<file path="src/rtl/rc4_pkg.sv">
// shared types and constants for the rc4 stream cipher block
package rc4_pkg;

  localparam int unsigned MAX_KEY_BYTES = 16;
  localparam int unsigned PERM_DEPTH    = 256;
  localparam int unsigned BYTE_W        = 8;
  localparam int unsigned KEY_IDX_W     = 4;
  localparam int unsigned KEY_LEN_W     = 5;
  localparam int unsigned CFG_ADDR_W    = 5;
  localparam int unsigned CFG_DATA_W    = 64;

  localparam logic [63:0]        KEY_LOW_RESET  = 64'd7104119;
  localparam logic [63:0]        KEY_HIGH_RESET = 64'd0;
  localparam logic [KEY_LEN_W-1:0] KEY_LEN_RESET = 5'd3;

  // register indexes, taken from paddr[4:3]
  localparam logic [1:0] REG_KEY_LOW  = 2'd0;
  localparam logic [1:0] REG_KEY_HIGH = 2'd1;
  localparam logic [1:0] REG_KEY_LEN  = 2'd2;

  typedef struct packed {
    logic [7:0] data_byte;
    logic       first_of_message;
    logic       last_of_message;
  } rc4_in_t;

  typedef struct packed {
    logic [7:0] result_byte;
    logic       last_byte;
  } rc4_out_t;

  typedef struct packed {
    logic       clr;
    logic       we;
    logic [7:0] waddr;
    logic [7:0] wdata;
    logic [7:0] raddr;
  } rc4_ram_ctrl_t;

  typedef struct packed {
    logic [7:0] a;
    logic [7:0] b;
    logic [7:0] c;
  } rc4_add_ops_t;

  typedef enum logic [3:0] {
    ST_IDLE,
    ST_KS_INIT,
    ST_KS_RD_N,
    ST_KS_RD_J,
    ST_KS_WR_N,
    ST_KS_WR_J,
    ST_PR_RD_I,
    ST_PR_RD_J,
    ST_PR_WR_I,
    ST_PR_WR_J,
    ST_PR_RD_T,
    ST_PR_OUT
  } rc4_state_t;

endpackage

</file>
<file path="src/rtl/rc4_perm_ram.sv">
// 256 x 8 permutation memory, one write and one registered read port, identity when not valid
module rc4_perm_ram (
  input  logic                   clk,
  input  logic                   rst_n,
  input  rc4_pkg::rc4_ram_ctrl_t ctrl,
  output logic [7:0]             rd_data
);

  logic [7:0]                     mem [rc4_pkg::PERM_DEPTH];
  logic [rc4_pkg::PERM_DEPTH-1:0] valid_r;
  logic [7:0]                     rd_data_r;

  always_ff @(posedge clk) begin
    if (ctrl.we) begin
      mem[ctrl.waddr] <= ctrl.wdata;
    end
  end

  always_ff @(posedge clk) begin
    if (!rst_n || ctrl.clr) begin
      valid_r <= '0;
    end else if (ctrl.we) begin
      valid_r[ctrl.waddr] <= 1'b1;
    end
  end

  // entry not yet written since the last clear reads as its own address
  always_ff @(posedge clk) begin
    rd_data_r <= valid_r[ctrl.raddr] ? mem[ctrl.raddr] : ctrl.raddr;
  end

  assign rd_data = rd_data_r;

endmodule

</file>
<file path="src/rtl/rc4_add_unit.sv">
// shared three-operand byte adder, modulo 256
module rc4_add_unit (
  input  rc4_pkg::rc4_add_ops_t ops,
  output logic [7:0]            sum
);

  logic [9:0] full_sum;

  assign full_sum = {2'b00, ops.a} + {2'b00, ops.b} + {2'b00, ops.c};
  assign sum      = full_sum[7:0];

endmodule

</file>
<file path="src/rtl/rc4_stream_cipher_core.sv">
// top level of the rc4 stream cipher: config registers, sequencer, output register
// an ordinary byte passes the read i, read j, write i, write j, read t and output states
// a first-of-message byte first runs the init state and 256 key schedule steps (read n, read j, write n, write j)
// only one byte at a time: a new one is taken in idle once the previous result is registered
// reset: synchronous active low, permutation reads as identity at once (valid bits cleared),
// indices zero, key registers to their defaults, no clearing pass
module rc4_stream_cipher_core (
  input  logic                                clk,
  input  logic                                rst_n,
  // input channel
  input  logic                                in_valid,
  output logic                                in_ready,
  input  rc4_pkg::rc4_in_t                    in_data,
  // result channel
  output logic                                out_valid,
  input  logic                                out_ready,
  output rc4_pkg::rc4_out_t                   out_data,
  // apb-style configuration port
  input  logic                                psel,
  input  logic                                penable,
  input  logic                                pwrite,
  input  logic [rc4_pkg::CFG_ADDR_W-1:0]      paddr,
  input  logic [rc4_pkg::CFG_DATA_W-1:0]      pwdata,
  output logic [rc4_pkg::CFG_DATA_W-1:0]      prdata,
  output logic                                pready
);

  // configuration registers
  logic [63:0]                     key_low_r;
  logic [63:0]                     key_high_r;
  logic [rc4_pkg::KEY_LEN_W-1:0]   key_len_r;
  logic                            cfg_wr;
  logic [1:0]                      cfg_idx;

  // sequencer and datapath
  rc4_pkg::rc4_state_t             state_r, state_nxt;
  logic [7:0]                      i_r, i_nxt;
  logic [7:0]                      j_r, j_nxt;
  logic [7:0]                      si_r, si_nxt;
  logic [7:0]                      sj_r, sj_nxt;
  logic [7:0]                      t_r, t_nxt;
  logic [rc4_pkg::KEY_IDX_W-1:0]   kidx_r, kidx_nxt;
  logic [7:0]                      data_r;
  logic                            last_r;

  // output register
  logic                            out_valid_r, out_valid_nxt;
  rc4_pkg::rc4_out_t               out_data_r, out_data_nxt;

  rc4_pkg::rc4_ram_ctrl_t          ram_ctrl;
  logic [7:0]                      rd_data;
  rc4_pkg::rc4_add_ops_t           add_ops;
  logic [7:0]                      add_sum;

  logic                            in_take;
  logic                            out_free;
  logic [127:0]                    key_all;
  logic [7:0]                      key_byte;
  logic [rc4_pkg::KEY_LEN_W-1:0]   len_used;
  logic [rc4_pkg::KEY_LEN_W-1:0]   kidx_inc;

  // ---------------------------------------------------------------------------
  // configuration port, writes land on the access phase, pready tied high
  // ---------------------------------------------------------------------------
  assign pready  = 1'b1;
  assign cfg_idx = paddr[4:3];
  assign cfg_wr  = psel & penable & pwrite & pready;

  always_ff @(posedge clk) begin
    if (!rst_n) begin
      key_low_r  <= rc4_pkg::KEY_LOW_RESET;
      key_high_r <= rc4_pkg::KEY_HIGH_RESET;
      key_len_r  <= rc4_pkg::KEY_LEN_RESET;
    end else if (cfg_wr) begin
      case (cfg_idx)
        rc4_pkg::REG_KEY_LOW:  key_low_r  <= pwdata;
        rc4_pkg::REG_KEY_HIGH: key_high_r <= pwdata;
        rc4_pkg::REG_KEY_LEN:  key_len_r  <= pwdata[rc4_pkg::KEY_LEN_W-1:0];
        default: ;  // unmapped index, write dropped
      endcase
    end
  end

  always_comb begin
    case (cfg_idx)
      rc4_pkg::REG_KEY_LOW:  prdata = key_low_r;
      rc4_pkg::REG_KEY_HIGH: prdata = key_high_r;
      rc4_pkg::REG_KEY_LEN:  prdata = {{(rc4_pkg::CFG_DATA_W-rc4_pkg::KEY_LEN_W){1'b0}},
                                       key_len_r};
      default:               prdata = '0;
    endcase
  end

  // ---------------------------------------------------------------------------
  // key byte selection: zero length behaves as one, long keys saturate
  // ---------------------------------------------------------------------------
  assign key_all  = {key_high_r, key_low_r};
  assign key_byte = key_all[{kidx_r, 3'b000} +: 8];

  always_comb begin
    if (key_len_r == '0) begin
      len_used = rc4_pkg::KEY_LEN_W'(1);
    end else if (key_len_r > rc4_pkg::KEY_LEN_W'(rc4_pkg::MAX_KEY_BYTES)) begin
      len_used = rc4_pkg::KEY_LEN_W'(rc4_pkg::MAX_KEY_BYTES);
    end else begin
      len_used = key_len_r;
    end
  end

  assign kidx_inc = {1'b0, kidx_r} + rc4_pkg::KEY_LEN_W'(1);

  // ---------------------------------------------------------------------------
  // handshakes
  // ---------------------------------------------------------------------------
  assign in_ready  = (state_r == rc4_pkg::ST_IDLE);
  assign in_take   = in_valid & in_ready;
  assign out_free  = ~out_valid_r | out_ready;
  assign out_valid = out_valid_r;
  assign out_data  = out_data_r;

  // ---------------------------------------------------------------------------
  // shared memory and adder
  // ---------------------------------------------------------------------------
  rc4_perm_ram u_perm_ram (
    .clk     (clk),
    .rst_n   (rst_n),
    .ctrl    (ram_ctrl),
    .rd_data (rd_data)
  );

  rc4_add_unit u_add_unit (
    .ops (add_ops),
    .sum (add_sum)
  );

  // ---------------------------------------------------------------------------
  // next state
  // ---------------------------------------------------------------------------
  always_comb begin
    state_nxt = state_r;
    case (state_r)
      rc4_pkg::ST_IDLE: begin
        if (in_take) begin
          state_nxt = in_data.first_of_message ? rc4_pkg::ST_KS_INIT : rc4_pkg::ST_PR_RD_I;
        end
      end
      rc4_pkg::ST_KS_INIT: state_nxt = rc4_pkg::ST_KS_RD_N;
      rc4_pkg::ST_KS_RD_N: state_nxt = rc4_pkg::ST_KS_RD_J;
      rc4_pkg::ST_KS_RD_J: state_nxt = rc4_pkg::ST_KS_WR_N;
      rc4_pkg::ST_KS_WR_N: state_nxt = rc4_pkg::ST_KS_WR_J;
      rc4_pkg::ST_KS_WR_J: begin
        state_nxt = (i_r == 8'hFF) ? rc4_pkg::ST_PR_RD_I : rc4_pkg::ST_KS_RD_N;
      end
      rc4_pkg::ST_PR_RD_I: state_nxt = rc4_pkg::ST_PR_RD_J;
      rc4_pkg::ST_PR_RD_J: state_nxt = rc4_pkg::ST_PR_WR_I;
      rc4_pkg::ST_PR_WR_I: state_nxt = rc4_pkg::ST_PR_WR_J;
      rc4_pkg::ST_PR_WR_J: state_nxt = rc4_pkg::ST_PR_RD_T;
      rc4_pkg::ST_PR_RD_T: state_nxt = rc4_pkg::ST_PR_OUT;
      rc4_pkg::ST_PR_OUT: begin
        if (out_free) begin
          state_nxt = rc4_pkg::ST_IDLE;
        end
      end
      default: state_nxt = rc4_pkg::ST_IDLE;
    endcase
  end

  // ---------------------------------------------------------------------------
  // sequencer outputs: memory control, adder operands, register next values
  // ---------------------------------------------------------------------------
  always_comb begin
    ram_ctrl      = '0;
    add_ops       = '0;
    i_nxt         = i_r;
    j_nxt         = j_r;
    si_nxt        = si_r;
    sj_nxt        = sj_r;
    t_nxt         = t_r;
    kidx_nxt      = kidx_r;
    out_data_nxt  = out_data_r;
    out_valid_nxt = out_valid_r & ~out_ready;
    case (state_r)
      rc4_pkg::ST_IDLE: ;
      rc4_pkg::ST_KS_INIT: begin
        // fresh schedule starts from identity with both indices cleared
        ram_ctrl.clr = 1'b1;
        i_nxt        = '0;
        j_nxt        = '0;
        kidx_nxt     = '0;
      end
      rc4_pkg::ST_KS_RD_N: begin
        ram_ctrl.raddr = i_r;
      end
      rc4_pkg::ST_KS_RD_J: begin
        // j += S[n] + key[n mod len], fetch S[j]
        add_ops.a      = j_r;
        add_ops.b      = rd_data;
        add_ops.c      = key_byte;
        si_nxt         = rd_data;
        j_nxt          = add_sum;
        ram_ctrl.raddr = add_sum;
        kidx_nxt       = (kidx_inc == len_used) ? '0 : kidx_inc[rc4_pkg::KEY_IDX_W-1:0];
      end
      rc4_pkg::ST_KS_WR_N: begin
        ram_ctrl.we    = 1'b1;
        ram_ctrl.waddr = i_r;
        ram_ctrl.wdata = rd_data;
      end
      rc4_pkg::ST_KS_WR_J: begin
        ram_ctrl.we    = 1'b1;
        ram_ctrl.waddr = j_r;
        ram_ctrl.wdata = si_r;
        add_ops.a      = i_r;
        add_ops.c      = 8'd1;
        i_nxt          = add_sum;  // wraps to zero after the last step
        if (i_r == 8'hFF) begin
          j_nxt = '0;
        end
      end
      rc4_pkg::ST_PR_RD_I: begin
        add_ops.a      = i_r;
        add_ops.c      = 8'd1;
        i_nxt          = add_sum;
        ram_ctrl.raddr = add_sum;
      end
      rc4_pkg::ST_PR_RD_J: begin
        add_ops.a      = j_r;
        add_ops.b      = rd_data;
        si_nxt         = rd_data;
        j_nxt          = add_sum;
        ram_ctrl.raddr = add_sum;
      end
      rc4_pkg::ST_PR_WR_I: begin
        ram_ctrl.we    = 1'b1;
        ram_ctrl.waddr = i_r;
        ram_ctrl.wdata = rd_data;
        sj_nxt         = rd_data;
      end
      rc4_pkg::ST_PR_WR_J: begin
        ram_ctrl.we    = 1'b1;
        ram_ctrl.waddr = j_r;
        ram_ctrl.wdata = si_r;
      end
      rc4_pkg::ST_PR_RD_T: begin
        // both swap writes have landed, so the plain read sees the new table
        add_ops.a      = si_r;
        add_ops.b      = sj_r;
        t_nxt          = add_sum;
        ram_ctrl.raddr = add_sum;
      end
      rc4_pkg::ST_PR_OUT: begin
        // keep re-reading S[t] while the output register is still occupied
        ram_ctrl.raddr = t_r;
        if (out_free) begin
          out_data_nxt.result_byte = data_r ^ rd_data;
          out_data_nxt.last_byte   = last_r;
          out_valid_nxt            = 1'b1;
        end
      end
      default: ;
    endcase
  end

  // ---------------------------------------------------------------------------
  // registers
  // ---------------------------------------------------------------------------
  always_ff @(posedge clk) begin
    if (!rst_n) begin
      state_r     <= rc4_pkg::ST_IDLE;
      i_r         <= '0;
      j_r         <= '0;
      out_valid_r <= 1'b0;
    end else begin
      state_r     <= state_nxt;
      i_r         <= i_nxt;
      j_r         <= j_nxt;
      out_valid_r <= out_valid_nxt;
    end
  end

  // payload and scratch registers, no reset needed
  always_ff @(posedge clk) begin
    si_r       <= si_nxt;
    sj_r       <= sj_nxt;
    t_r        <= t_nxt;
    kidx_r     <= kidx_nxt;
    out_data_r <= out_data_nxt;
    if (in_take) begin
      data_r <= in_data.data_byte;
      last_r <= in_data.last_of_message;
    end
  end

endmodule

</file>
<file path="config.mk">
export PLATFORM = sky130hd
export DESIGN_NAME = rc4_stream_cipher_core
export DESIGN_NICKNAME = d
export VERILOG_FILES = /design/src/rtl/rc4_pkg.sv /design/src/rtl/rc4_perm_ram.sv /design/src/rtl/rc4_add_unit.sv /design/src/rtl/rc4_stream_cipher_core.sv
export SDC_FILE = /design/constraint.sdc
export NUM_CORES = 2
export LEC_CHECK = 0
export ABC_CLOCK_PERIOD_IN_PS = 7150
export BUFFER_PORTS_ARGS = -buffer_cell sky130_fd_sc_hd__buf_2
export CORE_AREA = 2 2 585 587
export CTS_CLUSTER_SIZE = 16
export DETAILED_ROUTE_END_ITERATION = 16
export DIE_AREA = 0 0 587 589
export GPL_TIMING_DRIVEN = 1
export SETUP_SLACK_MARGIN = 0.5
export SLEW_MARGIN = 30
export SYNTH_ARGS = -nofsm -noshare
export SYNTH_HDL_FRONTEND = slang
export SYNTH_SLANG_ARGS = --single-unit
export TNS_END_PERCENT = 1
</file>
<file path="constraint.sdc">
create_clock -name clk -period 7.15 [get_ports clk]
set_input_delay 1.43 -clock clk [delete_from_list [all_inputs] [get_ports clk]]
set_output_delay 1.43 -clock clk [all_outputs]
set_load 0.005 [all_outputs]
</file>
# ---- After elaboration in Yosys (flattened, before gate mapping)
# Memory sizes are Yosys's and may differ from the RTL's.
# Index checks and enable logic that the tools add are counted.
dict set report totals {
  output_inout_bits 76
  in_bits 86
  register_bits 464
  elab_cells 101
  mem_count 1
  ramBits 2048
}
dict set report classes {
  n_reduce_logical 20
  n_mux 28
  shifts 1
  bitwise 9
  n_lt_le_gt_ge 4
  addsub 3
  n_eq_ne 18
}
# name depth word_bits read_ports rd_clocked_by_memory_dff wr line
set mem_list {}
lappend mem_list {u_perm_ram.mem 256 8 1 0 1 rc4_perm_ram.sv:9} ;# logic [7:0] mem [rc4_pkg::PERM_DEPTH];
# cell n
set ops {}
lappend ops {{256-bit bitwise OR} 1}
lappend ops {{64-bit case mux with 3 select lines} 1}
lappend ops {{128-bit by 8-bit indexed part select with 8-bit output} 1}
lappend ops {{8-bit case mux with 3 select lines} 3}
lappend ops {{4-bit case mux with 12 select lines} 1}
lappend ops {{8-bit case mux with 2 select lines} 3}
lappend ops {{17-bit case mux with 2 select lines} 1}
lappend ops {{8-bit by 9-bit < comparator with 1-bit output, second input constant} 2}
lappend ops {{8-bit adder} 2}
lappend ops {{4-bit by 3-bit == test with 1-bit output, second input constant} 4}
lappend ops {{4-bit == test, second input constant} 4}
lappend ops {{8-bit two-way mux} 2}
lappend ops {{4-bit two-way mux} 3}
lappend ops {{2-bit AND reduction} 6}
lappend ops {{5-bit two-way mux} 2}
lappend ops {{1-bit binary-select mux with 8-bit select} 1}
lappend ops {{1-bit demux with 8-bit select} 1}
lappend ops {{4-bit by 2-bit == test with 1-bit output, second input constant} 2}
lappend ops {{8-bit == test, second input constant} 1}
lappend ops {{8-bit by 1-bit greater-or-equal comparator with 1-bit output, second input constant} 1}
lappend ops {{4-bit case mux with 2 select lines} 1}
lappend ops {{2-bit OR reduction} 4}
lappend ops {{8-bit XOR} 1}
lappend ops {{1-bit two-way mux} 7}
lappend ops {{21 further kinds} 28}

# ---- Depth between registers and ports, before layout
dict set report logic_depth {
  ltp_word 9
  mapped_depth 28
  mapped_depth_nobuf 18
}

# ---- By module
# Synthesis repeated with hierarchy kept, for this count alone.
dict set report hier_totals {
  cells_unflattened 5661
  area_unflattened_um2 99516.7
}
# mod n_inst area_each_um2 cells_per_inst
set modules_own_cells {}
lappend modules_own_cells {rc4_perm_ram 1 88889.0 4515}
lappend modules_own_cells {rc4_stream_cipher_core 1 10196.0 1100}
lappend modules_own_cells {rc4_add_unit 1 431.7 46}

# ---- Worst setup path before layout
# OpenSTA, ideal clock, no wires.
dict set report synth_timing {
  path_kind {register -> register}
  start {register kidx_r[1] (netlist bit)}
  end {register u_perm_ram.rd_data_r[3] (netlist: u_perm_ram.rd_data[3])}
  arrival_ns 6.023
  setup_ns 0.125
  path_slack_ns 1.002
  n_path_buf 4
  path_stages_with_launch 20
  path_cell_list {edfxtp_1 -> clkbuf_1 -> clkbuf_1 -> clkbuf_1 -> mux4_2 -> mux4_2 -> and2_1 -> fa_1 -> ha_1 -> fa_1 -> a211oi_1 -> nor3b_2 -> o31a_1 -> buf_2 -> o41ai_2 -> a211oi_1 -> or4_4 -> o31ai_4 -> o32ai_2 -> o41a_1}
}
dict set report synth_via {
  elab_chain_len 7
  elab_cells_between_ends 8
  cone_classes {1 x add/sub; 1 x shift; 5 x mux; 1 x memory}
}
# element line
set synth_lines {}
lappend synth_lines {{start: declaration} rc4_stream_cipher_core.sv:42} ;# logic [rc4_pkg::KEY_IDX_W-1:0] kidx_r, kidx_nxt;
lappend synth_lines {{start signal: assignment} rc4_stream_cipher_core.sv:286} ;# kidx_r <= kidx_nxt;
lappend synth_lines {{128-bit by 8-bit indexed part select with 8-bit output *} rc4_stream_cipher_core.sv:98} ;# assign key_byte = key_all[{kidx_r, 3'b000} +: 8];
lappend synth_lines {{8-bit case mux with 2 select lines *} rc4_stream_cipher_core.sv:182} ;# case (state_r)
lappend synth_lines {{8-bit adder *} rc4_add_unit.sv:9} ;# assign full_sum = {2'b00, ops.a} + {2'b00, ops.b} + {2'b00, ops.c};
lappend synth_lines {{8-bit case mux with 3 select lines *} rc4_stream_cipher_core.sv:182}
lappend synth_lines {{1-bit binary-select mux with 8-bit select} rc4_perm_ram.sv:29} ;# rd_data_r <= valid_r[ctrl.raddr] ? mem[ctrl.raddr] : ctrl.raddr;
lappend synth_lines {{1-bit two-way mux (not written as such)} rc4_perm_ram.sv:29}
lappend synth_lines {{8-bit two-way mux *} rc4_perm_ram.sv:29}
lappend synth_lines {{end signal: assignment} rc4_perm_ram.sv:29}
lappend synth_lines {{end: declaration} rc4_perm_ram.sv:11} ;# logic [7:0] rd_data_r;
# Mark *: on every way between the ends. The rest lies on a longest branch, timed or not. The select of a mux whose other input is x is not followed.
# A chain may end at the register's enable or synchronous reset.

# ---- Worst setup path in the final report
dict set report layout_timing {
  start {register kidx_r[1] (netlist bit)}
  end {register u_perm_ram.rd_data_r[4] (netlist: u_perm_ram.rd_data[4])}
}
# Same word-level chain as after synthesis.

==> out/summary.txt <==
Largest family of logic cells by synthesized area -> simple AND/OR/NAND/NOR gates
Hold_buf cts -> 0
Complex-gate fraction of the synthesized area -> 0.0929
Top post-synthesis cells by area -> edfxtp_1 62%, dfxtp_1 8.2%, nand2_1 6.2%
Final Skew -> 0.0756 ns
Synth Area in XOR/XNOR -> 0.00169
Power per Cell Area -> 266 nW/um^2
Final nets -> 8003
Worst Max-Slew Pin Slew -> 1.11 ns
Vias in the first global route -> 65269
Yosys reg bits -> 2512
I/O Buffers -> 157
CP max-delay cell -> nand2_1
Starting DRC count in detailed routing -> 9552
Crit path required time -> 7.98 ns
Clk pin slew, worst setup/hold paths -> 0.06 ns
Worst min path class -> register to register
Core Region -> 339000 um^2
Post-synth net total -> 7744
Area of the mapped netlist -> 102000 um^2
Post-DRT Antenna Nets -> 0
Clock latency on the worst-skew pair -> 0.93 ns
Initial Util -> 0.300
CTS H-tree depth -> 5
Area growth from synthesis to final layout -> 17.0%
Number of iterations in the first detailed-routing pass -> 8
Placer Congestion -> 0.916
Clock tree buffer depth -> 4
Rel. slew slack -> 0.256
Max-slew violations -> 0
Largest net degree at the start of global routing -> 181
Peak supply drop -> 0.200 mV
Hold slack final -> 0.425 ns
Number of cell rows -> 214
Synth cell types -> 90
CTS tree -> yes
Die W -> 587 um
Hold Fails Final Rpt -> 0
Initial antenna violation count -> 40
Die area -> 346000 um^2
Slowest Stage Delay on Critical Path -> 0.74 ns
# setup viols final -> 0
Yosys top cell by area -> edfxtp_1
Routed vias -> 68760
I/O pin count -> 162
Final TNS setup -> 0 ns
Post-Synth Adder-Cell Area -> 0.00244
CP cell instances -> buf_6 > mux4_2 > mux4_2 > nand2_1 > fa_1 > inv_1 > ha_1 > a211oi_1 > o21ba_2 > o32a_2 > nand2_1 > buf_4 > a31oi_1 > a311oi_2 > a31oi_1 > o211ai_1 > a32oi_1
Met1 usage -> 0.251
Mean post-synth cell area -> 13.3 um^2
Result of the run -> finished clean
WP data arrival -> 7.44 ns
Clk sinks -> 2512
GR peak layer -> met2
Static Leakage -> 38.4 nW
Max FO, Critical Path -> 16
Simple-Gate Fraction of Synth Area -> 0.116
Global route overflow -> 0
Vias/cell -> 5.43
Yosys warning count -> 0
R2r setup slk -> 0.54 ns
Total CTS buffers -> 283
Avg WL per Cell -> 26.8 um
M2 GR Usage -> 0.289
Die Ht -> 589 um
Routed Wire Length -> 339 mm
All-Layer GR Usage -> 0.189
DRC -> 0
Syn Inst Count -> 7643
Synth top cells by count -> 2094 x edfxtp_1, 1683 x nand2_1, 418 x dfxtp_1
Startpoint type of the worst setup path -> register
Yosys top cell area share -> 0.619
Unrepaired setup endpoints after global routing -> true
Ys flop type -> edfxtp_1
Max-capacitance violation count -> 0
Root buf cell -> clkbuf_16
Mux cell area share after synthesis -> 0.0590
Share of layout cells above drive strength 1 -> 0.157
Sequential area share after synthesis -> 0.702
Crit path kind -> register to register
GRT met3 Usage -> 0.0481
Post-synth EDFFs -> 2094
Hpwl dp -> 208 mm
Tmin final -> 6.61 ns
Final worst-path cycle share -> 0.924
CP endpoint kind -> register
Fraction of registers with async set/reset -> 0
Fmax -> 0.151 GHz
First-pass GRT wire length -> 479 mm
Top-count cell post-synth -> edfxtp_1
==> routing by layer <==
| metal | share of wire | vias to the layer above |
|---|---|---|
| li1 | - | 29176 |
| met1 | 0.39 | 34719 |
| met2 | 0.45 | 4020 |
| met3 | 0.11 | 797 |
| met4 | 0.046 | 48 |
| met5 | 0.00097 | - |
==> through the flow <==
| step | total power [mW] | worst slack, ns | util | cell area, um^2 | cells |
|---|---|---|---|---|---|
| floorplan | 17.0 | 1.00 | - | 102000 | 7643 |
| global placement | 17.5 | 0.0500 | 0.322 | 109000 | 12143 |
| detailed placement | 17.5 | 0.0519 | 0.322 | 109000 | 12143 |
| CTS | 31.7 | 0.444 | 0.349 | 118000 | 12636 |
| global route | 32.4 | 0.437 | 0.350 | 119000 | 12645 |
| finish | 31.6 | 0.541 | 0.350 | 119000 | 12653 |
==> cell type report <==
cell class                      count  area, um^2
Fill cell                       32607      220000
Sequential cell                  2512       71200
Multi-Input combinational cell   4588       28400
Clock buffer                      371        7920
Tap cell                         4536        5680
Timing Repair Buffer              503        4280
Clock inverter                    119        1160
Inverter                           14        52.6
Antenna cell                       10        25.0
==> state kept, by name, summed over array words and instances, names as in the netlist <==
signal              count
key_high_r             64
si_r                    8
u_perm_ram.mem       2048
data_r                  8
i_r                     8
t_r                     8
out_data                9
u_perm_ram.rd_data      8
sj_r                    8
key_low_r              64
key_len_r               5
kidx_r                  4
j_r                     8
u_perm_ram.valid_r    256
state_r                 4
out_valid               1
last_r                  1
==> critical path: cells and delay by family, from the launching register on <==
kind,cells,cell delay [ns]
and+or+nand+nor,2,0.88
muxes,2,1.05
buffers and inverters,3,0.77
DFF,1,0.47
adders and majority gates,2,0.65
AOI/OAI and AO/OA,8,2.66
==> path summary, 6_finish.rpt <==
check                          start                       endpoint  depth (start not counted)
max          kidx_r[1]$_SDFFCE_PP0P_  u_perm_ram.rd_data[4]$_DFF_P_                         17
min                 last_r$_DFFE_PP_          out_data[0]$_DFFE_PP_                          0
max reg2reg  kidx_r[1]$_SDFFCE_PP0P_  u_perm_ram.rd_data[4]$_DFF_P_                         17
min reg2reg         last_r$_DFFE_PP_          out_data[0]$_DFFE_PP_                          0
==> cells in the final DEF, fill, tap and decap left out, types with 14 or more instances in the layout <==
| cell type | synthesis | routed |
|---|---|---|
| a21oi_1 | 222 | 219 |
| nand2_1 | 1683 | 1677 |
| o21a_1 | 261 | 261 |
| buf_4 | 70 | 276 |
| mux2i_1 | 333 | 333 |
| clkinv_1 | 0 | 30 |
| dfxtp_1 | 418 | 418 |
| clkbuf_8 | 0 | 27 |
| buf_12 | 0 | 64 |
| a31oi_1 | 126 | 125 |
| nor4_1 | 38 | 36 |
| clkbuf_1 | 208 | 50 |
| a22oi_1 | 49 | 49 |
| nor2_2 | 2 | 156 |
| mux4_2 | 118 | 118 |
| buf_2 | 191 | 155 |
| a311oi_1 | 43 | 42 |
| inv_1 | 14 | 14 |
| a32oi_1 | 89 | 89 |
| a211oi_1 | 84 | 84 |
| o22ai_1 | 71 | 70 |
| a21boi_0 | 117 | 117 |
| nor2b_1 | 26 | 26 |
| and3_1 | 113 | 111 |
| o21ai_0 | 84 | 80 |
| edfxtp_1 | 2094 | 2094 |
| clkbuf_16 | 0 | 295 |
| a2111oi_0 | 41 | 26 |
| nand3_1 | 352 | 351 |
| nor2_1 | 384 | 226 |
| o2111ai_1 | 14 | 14 |
| bufinv_16 | 0 | 22 |
| clkinv_2 | 0 | 53 |
| nor3_1 | 43 | 37 |
| nand4_1 | 74 | 74 |
==> what timing repair did <==
| action | in CTS | in global routing |
|---|---|---|
| endpoints found under the setup margin | 8 | 8 |
| gates resized for setup | 21 | 22 |
| setup buffers | 2 | 3 |
| gates cloned | 1 | 1 |
| pin swaps | 1 | 3 |
==> logic make-up (layout without fill, tap and decap cells) <==
kind of cell,count (synthesis),after routing
simple gates,2772,2773
xor+xnor,18,18
mux,451,451
other cells,1,11
buf+inv,544,1007
compound gates,1330,1330
fa+ha+maj,15,15
flops,2512,2512
==> where the power goes <==
part / switching, mW / internal (mW) / total [mW]
combinational: 0.901 / 0.344 / 1.25
sequential: 0.0709 / 16.0 / 16.0
clock: 5.80 / 8.56 / 14.4
(Power assumes the default switching activity.)
